[config.mk]
export PLATFORM = sky130hd
export DESIGN_NAME = lbm_div
export DESIGN_NICKNAME = d
export VERILOG_FILES = /design/src/rtl/lbm_pkg.sv /design/src/rtl/lbm_div.sv
export SDC_FILE = /design/constraint.sdc
export NUM_CORES = 2
export LEC_CHECK = 0
export BUFFER_PORTS_ARGS = -buffer_cell sky130_fd_sc_hd__buf_4
export CAP_MARGIN = 15
export CORE_MARGIN = 5
export CORE_UTILIZATION = 35
export DETAILED_ROUTE_END_ITERATION = 12
export REMOVE_ABC_BUFFERS = 1
export SLEW_MARGIN = 40
export SYNTH_ARGS = -nofsm -noshare
export SYNTH_HDL_FRONTEND = slang
export SYNTH_SLANG_ARGS = --single-unit
[constraint.sdc]
create_clock -name clk_i -period 19.6 [get_ports clk_i]
set_input_delay 0.98 -clock clk_i [delete_from_list [all_inputs] [get_ports clk_i]]
set_output_delay 0.98 -clock clk_i [all_outputs]
set_load 0.005 [all_outputs]
[src/rtl/lbm_pkg.sv]
// Shared types, constants and Q3.29 arithmetic helpers for the D2Q9 collision kernel.
// No dependencies; imported by lbm_div, the top level and the testbench.
package lbm_pkg;

  typedef logic signed [31:0] q_t;

  localparam int NPOP = 9;

  // Q3.29 constants
  localparam q_t Q_ONE   = 32'sd536870912;
  localparam q_t W_4_9   = 32'sd238609294;
  localparam q_t W_1_9   = 32'sd59652324;
  localparam q_t W_1_36  = 32'sd14913081;
  localparam logic signed [63:0] Q_ROUND = 64'sd268435456;
  localparam logic signed [39:0] S32_MAX40 = 40'sd2147483647;
  localparam logic signed [39:0] S32_MIN40 = -40'sd2147483648;
  localparam q_t S32_MAX = 32'sh7fffffff;
  localparam q_t S32_MIN = 32'sh80000000;

  localparam logic [30:0] OMEGA_RESET = 31'd1050837209;

  // configuration port
  localparam int ADDR_W = 3;
  localparam logic REG_OMEGA = 1'b0;

  // direction tables, in population order
  localparam int DIR_X [NPOP] = '{1, 1, 1, 0, 0, 0, -1, -1, -1};
  localparam int DIR_Y [NPOP] = '{1, 0, -1, 1, 0, -1, 1, 0, -1};
  // weight class per population: 0 = 1/36, 1 = 1/9, 2 = 4/9
  localparam int WCLS [NPOP] = '{0, 1, 0, 1, 2, 1, 0, 1, 0};
  localparam q_t WGT [3] = '{W_1_36, W_1_9, W_4_9};

  // divider geometry
  localparam int NW = 36;            // signed numerator width
  localparam int DW = 33;            // signed divisor width
  localparam int DIV_STEPS = 31;     // quotient bits below the overflow limit
  localparam int DIV_PER_STG = 4;
  localparam int DIV_STG = (DIV_STEPS + DIV_PER_STG - 1) / DIV_PER_STG;
  localparam int DIV_LAT = DIV_STG + 2;
  localparam int PIPE_LAT = 1 + DIV_LAT + 7;

  typedef struct packed {
    logic                 valid;
    logic                 zero;
    logic signed [NW-1:0] num;
    logic signed [DW-1:0] den;
  } div_req_t;

  typedef struct packed {
    logic valid;
    q_t   quo;
  } div_rsp_t;

  function automatic q_t sat32(logic signed [39:0] v);
    if (v > S32_MAX40) return S32_MAX;
    if (v < S32_MIN40) return S32_MIN;
    return v[31:0];
  endfunction

  function automatic q_t add_sat(q_t a, q_t b);
    return sat32(40'(a) + 40'(b));
  endfunction

  function automatic q_t sub_sat(q_t a, q_t b);
    return sat32(40'(a) - 40'(b));
  endfunction

  // Q29 product, rounded half up, saturated
  function automatic q_t qmul(q_t a, q_t b);
    logic signed [63:0] p;
    logic signed [63:0] s;
    p = 64'(a) * 64'(b) + Q_ROUND;
    s = p >>> 29;
    return sat32(s[39:0]);
  endfunction

endpackage

[src/rtl/lbm_div.sv]
// Pipelined signed Q29 divider: trunc(num * 2^29 / den), saturated, zero when flagged.
// Depends on lbm_pkg. Restoring division, DIV_PER_STG quotient bits per stage.
module lbm_div (
  input  logic             clk_i,
  input  logic             rst_ni,
  input  lbm_pkg::div_req_t req_i,
  output lbm_pkg::div_rsp_t rsp_o
);
  import lbm_pkg::*;

  typedef struct packed {
    logic                 valid;
    logic                 zero;
    logic                 ovf;
    logic                 neg;
    logic [1:0]           low;
    logic [DW-1:0]        dm;
    logic [DW-1:0]        rem;
    logic [DIV_STEPS-1:0] quo;
  } stg_t;

  stg_t     st_q [DIV_STG+1];
  stg_t     su;
  div_rsp_t rsp_q;
  logic [NW-1:0] n_mag;
  logic [DW-1:0] d_mag;

  // take magnitudes, flag results at or beyond 4.0
  always_comb begin
    n_mag    = req_i.num[NW-1] ? NW'(-req_i.num) : NW'(req_i.num);
    d_mag    = req_i.den[DW-1] ? DW'(-req_i.den) : DW'(req_i.den);
    su.valid = req_i.valid;
    su.zero  = req_i.zero;
    su.neg   = req_i.num[NW-1] ^ req_i.den[DW-1];
    su.ovf   = (NW+1)'(n_mag) >= (NW+1)'({d_mag, 2'b00});
    su.low   = n_mag[1:0];
    su.dm    = d_mag;
    su.rem   = n_mag[2 +: DW];
    su.quo   = '0;
  end

  always_ff @(posedge clk_i or negedge rst_ni) begin
    if (!rst_ni) begin
      st_q[0] <= '0;
    end else begin
      st_q[0] <= su;
    end
  end

  for (genvar g = 1; g <= DIV_STG; g++) begin : g_stg
    stg_t nx;
    always_comb begin
      logic [DW:0] t;
      logic        bi;
      int          s;
      nx = st_q[g-1];
      for (int j = 0; j < DIV_PER_STG; j++) begin
        s = (g - 1) * DIV_PER_STG + j;
        if (s < DIV_STEPS) begin
          bi = (s == 0) ? nx.low[1] : ((s == 1) ? nx.low[0] : 1'b0);
          t  = {nx.rem, bi};
          if (t >= {1'b0, nx.dm}) begin
            nx.rem = DW'(t - {1'b0, nx.dm});
            nx.quo = {nx.quo[DIV_STEPS-2:0], 1'b1};
          end else begin
            nx.rem = t[DW-1:0];
            nx.quo = {nx.quo[DIV_STEPS-2:0], 1'b0};
          end
        end
      end
    end
    always_ff @(posedge clk_i or negedge rst_ni) begin
      if (!rst_ni) begin
        st_q[g] <= '0;
      end else begin
        st_q[g] <= nx;
      end
    end
  end

  always_ff @(posedge clk_i or negedge rst_ni) begin
    if (!rst_ni) begin
      rsp_q <= '0;
    end else begin
      rsp_q.valid <= st_q[DIV_STG].valid;
      if (st_q[DIV_STG].zero) begin
        rsp_q.quo <= '0;
      end else if (st_q[DIV_STG].ovf) begin
        rsp_q.quo <= st_q[DIV_STG].neg ? S32_MIN : S32_MAX;
      end else if (st_q[DIV_STG].neg) begin
        rsp_q.quo <= -q_t'({1'b0, st_q[DIV_STG].quo});
      end else begin
        rsp_q.quo <= q_t'({1'b0, st_q[DIV_STG].quo});
      end
    end
  end

  assign rsp_o = rsp_q;

endmodule

==> results.toml <==
[global_route]
grt_max_degree = 164
antenna_found_initial = 7
gr-total-overflow = 0
grt_pass1_vias = 70800
grt_pass1_wl_um = 404000
grtUsageTotal_pct = 20.7

[synthesis]
synth.area.top_cells = "dfrtp_1 23%, ha_1 16%, mux2_2 6.7%"
postSynthAreaPerCell_um2 = 8.33
yosysUniqueCellTypes = 105
ys_ff_latch = 742
synth_top_flop_cell = "dfrtp_1"
synth-async-reset-ratio_pct = 100
ys_seq_area_share_pct = 22.7
synth_edf_count = 0
synth_most_common_cell = "ha_1"
ys_warn_count = 0
synth_commonest_cells = "1038 x ha_1, 1009 x a21oi_1, 764 x nor2_1"
postSynthCellCount = 9810
synth_top_area_cell = "dfrtp_1"
syn_area_um2 = 81700
synth_top_cell_area_share_pct = 22.7

[critical_path]
r2r-start = "g_stg[4].nx[64]"
crit_start = "g_stg[4].nx[64]"
start_kind = "register"
worst-path-buf-inv = 7
path_common_cell = "o21ai_0"
cpPeakStageDelay_ps = 680
crit_fanout = 35
path_class = "register to register"
cpMaxStageDelayCell = "dfrtp_1"
critPathTopFamily = "compound AO/OA/AOI/OAI gates"
cp-end-kind = "register"
crit_arrival_ps = 16780
worstPathRequired_ps = 20180

[final_layout]
drive_above_1_share_pct = 9.60
area_delta_synth_final_pct = 9.19
fin_nets = 11000
fin_area_um2 = 89200

[routing]
postRouteAntennaNets = 0
drtIter0Drc = 5635
dr.pass1.iters = 8
routed_wl_um = 263000
dr_total_vias = 73600
vias_per_cell = 5.68
drc = 0
routedWlPerCell_um = 20.3

[timing]
whs_ps = 303
worst_slew_pin_slew_ps = 953
maxSlewViolCount = 0
final-hold-violation-count = 0
setup_viol = 0
period_minus_slack_ps = 16190
max_freq_mhz = 61.8
relSlewSlack_pct = 35.9
rsz0062_at_grt = "false"
tns_ps = 0
fin_ws_ps = 3410
skew_ps = 65.3
finalCritPeriodShare_pct = 82.6

[clock_network]
cts_hold_buf = 0
cts_setup_buffers = 0
clockRootBuffer = "clkbuf_16"
clk_latency_ps = 760
clkSinkCount = 742
clk_pin_slew_ps = 60
cts_tree = "yes"
cts_made_buffers = 88
cts.repair.resized = 0
clock_path_buffers = 3
htree_levels = 3

[floorplanning]
ioPinCount = 106
start_util_pct = 35.1
rows = 177
die_h_um = 493
die_area_um2 = 243000
coreArea_um2 = 233000
die_w_um = 493

[min_path]
hold_path_class = "input port to asynchronous set/reset pin"

[place]
post-place-ws_ps = 3360
numPortBuffers = 105
globalplace.congestion = 0.979
postPlaceCellArea_um2 = 86000
hpwlAfterDp_um = 216000

[run_status]
outcome = "finished, final reports clean"

[flow_run]
maxCapViolCount = 0
metrics by stage:
stage	utilization, %	std cells
2_1_floorplan	-	9605
3_3_place_gp	36.9	12800
3_5_place_dp	37.0	12800
4_1_cts	38.3	13000
5_1_grt	38.3	13000
6_report	38.4	13000
sequential cells by signal (all words and copies together), names as in the netlist:
signal,flops
st_q,411
rsp_o,33
g_stg.nx,298
final timing paths:
path                                   end  slack, ps  cells after the start
max                              st_q[445]       3410                     52
min                              st_q[160]        300                      1
max reg2reg                      st_q[445]       3410                     52
min reg2reg                      st_q[119]        320                      0
max in group asynchronous  g_stg[1].nx[64]      17360                      4
min in group clk_i               st_q[119]        320                      0
cells by family (layout without fill, tap and decap cells):
logic type,count (synthesis),after routing,share of synthesized area [%]
and+or+nand+nor,2618,2618,15.4
AOI/OAI and AO/OA,3117,3117,24.3
muxes,587,587,8.11
buffers and inverters,818,926,3.86
other,0,7,0
DFF,742,742,22.7
adders and majority gates,1048,1048,16.1
xor gates and xnor gates,880,880,9.44
routing by layer:
metal | share of wire, % | up-vias | wire length (um) | global-route usage (%)
met4 | 3.6 | 0 | 9400 | 6.80
met3 | 5.2 | 380 | 13700 | 2.51
li1 | - | 35900 | - | -
met2 | 46 | 1914 | 120000 | 34.4
met1 | 45 | 35400 | 119000 | 27.9
met5 | 0 | - | 0 | 0
placed cells by master, fill, tap and decap left out, types with 22 or more instances in the layout:
cell type  synthesis  layout
or3_1             63      63
dfrtp_1          742     740
nand2b_1         175     174
nand4_1          112     112
nor2b_1          127     126
a211oi_1         107     107
mux2_2           486     486
o21bai_1         138     138
o41ai_1           24      23
xnor2_1          601     601
clkbuf_16          0      88
o211ai_1          63      63
o22a_1            33      33
o21a_1           157     157
nand3_1          175     175
ha_1            1038    1038
inv_1            600     599
mux2_4            25      25
nor2_1           764     763
a31o_2            22      22
a211o_1           34      34
and3_1            84      84
or2_2             42      43
xor2_1           279     279
and4_1            35      35
nor4_1            48      45
buf_4              5     133
o21ai_0          643     642
a31oi_1          101     100
nor3_1           195     194
nand2_1          654     654
mux2i_1           61      61
and2_1            60      60
a21o_1           402     402
a21oi_1         1009    1006
o31ai_1           76      76
a21boi_0          32      32
final cells by class:
cell class / count / area (um2)
antenna: 7 / 17.5
clock buffer: 116 / 2420
clock inverter: 48 / 671
fill: 23500 / 143000
inverter: 613 / 2300
multi-input combinational: 8250 / 60100
sequential: 742 / 18600
tap: 3043 / 3810
timing repair buffer: 149 / 1250
Power is not shown: default switching activity piles up to over one toggle a cycle in this logic, so the estimate is an artifact.
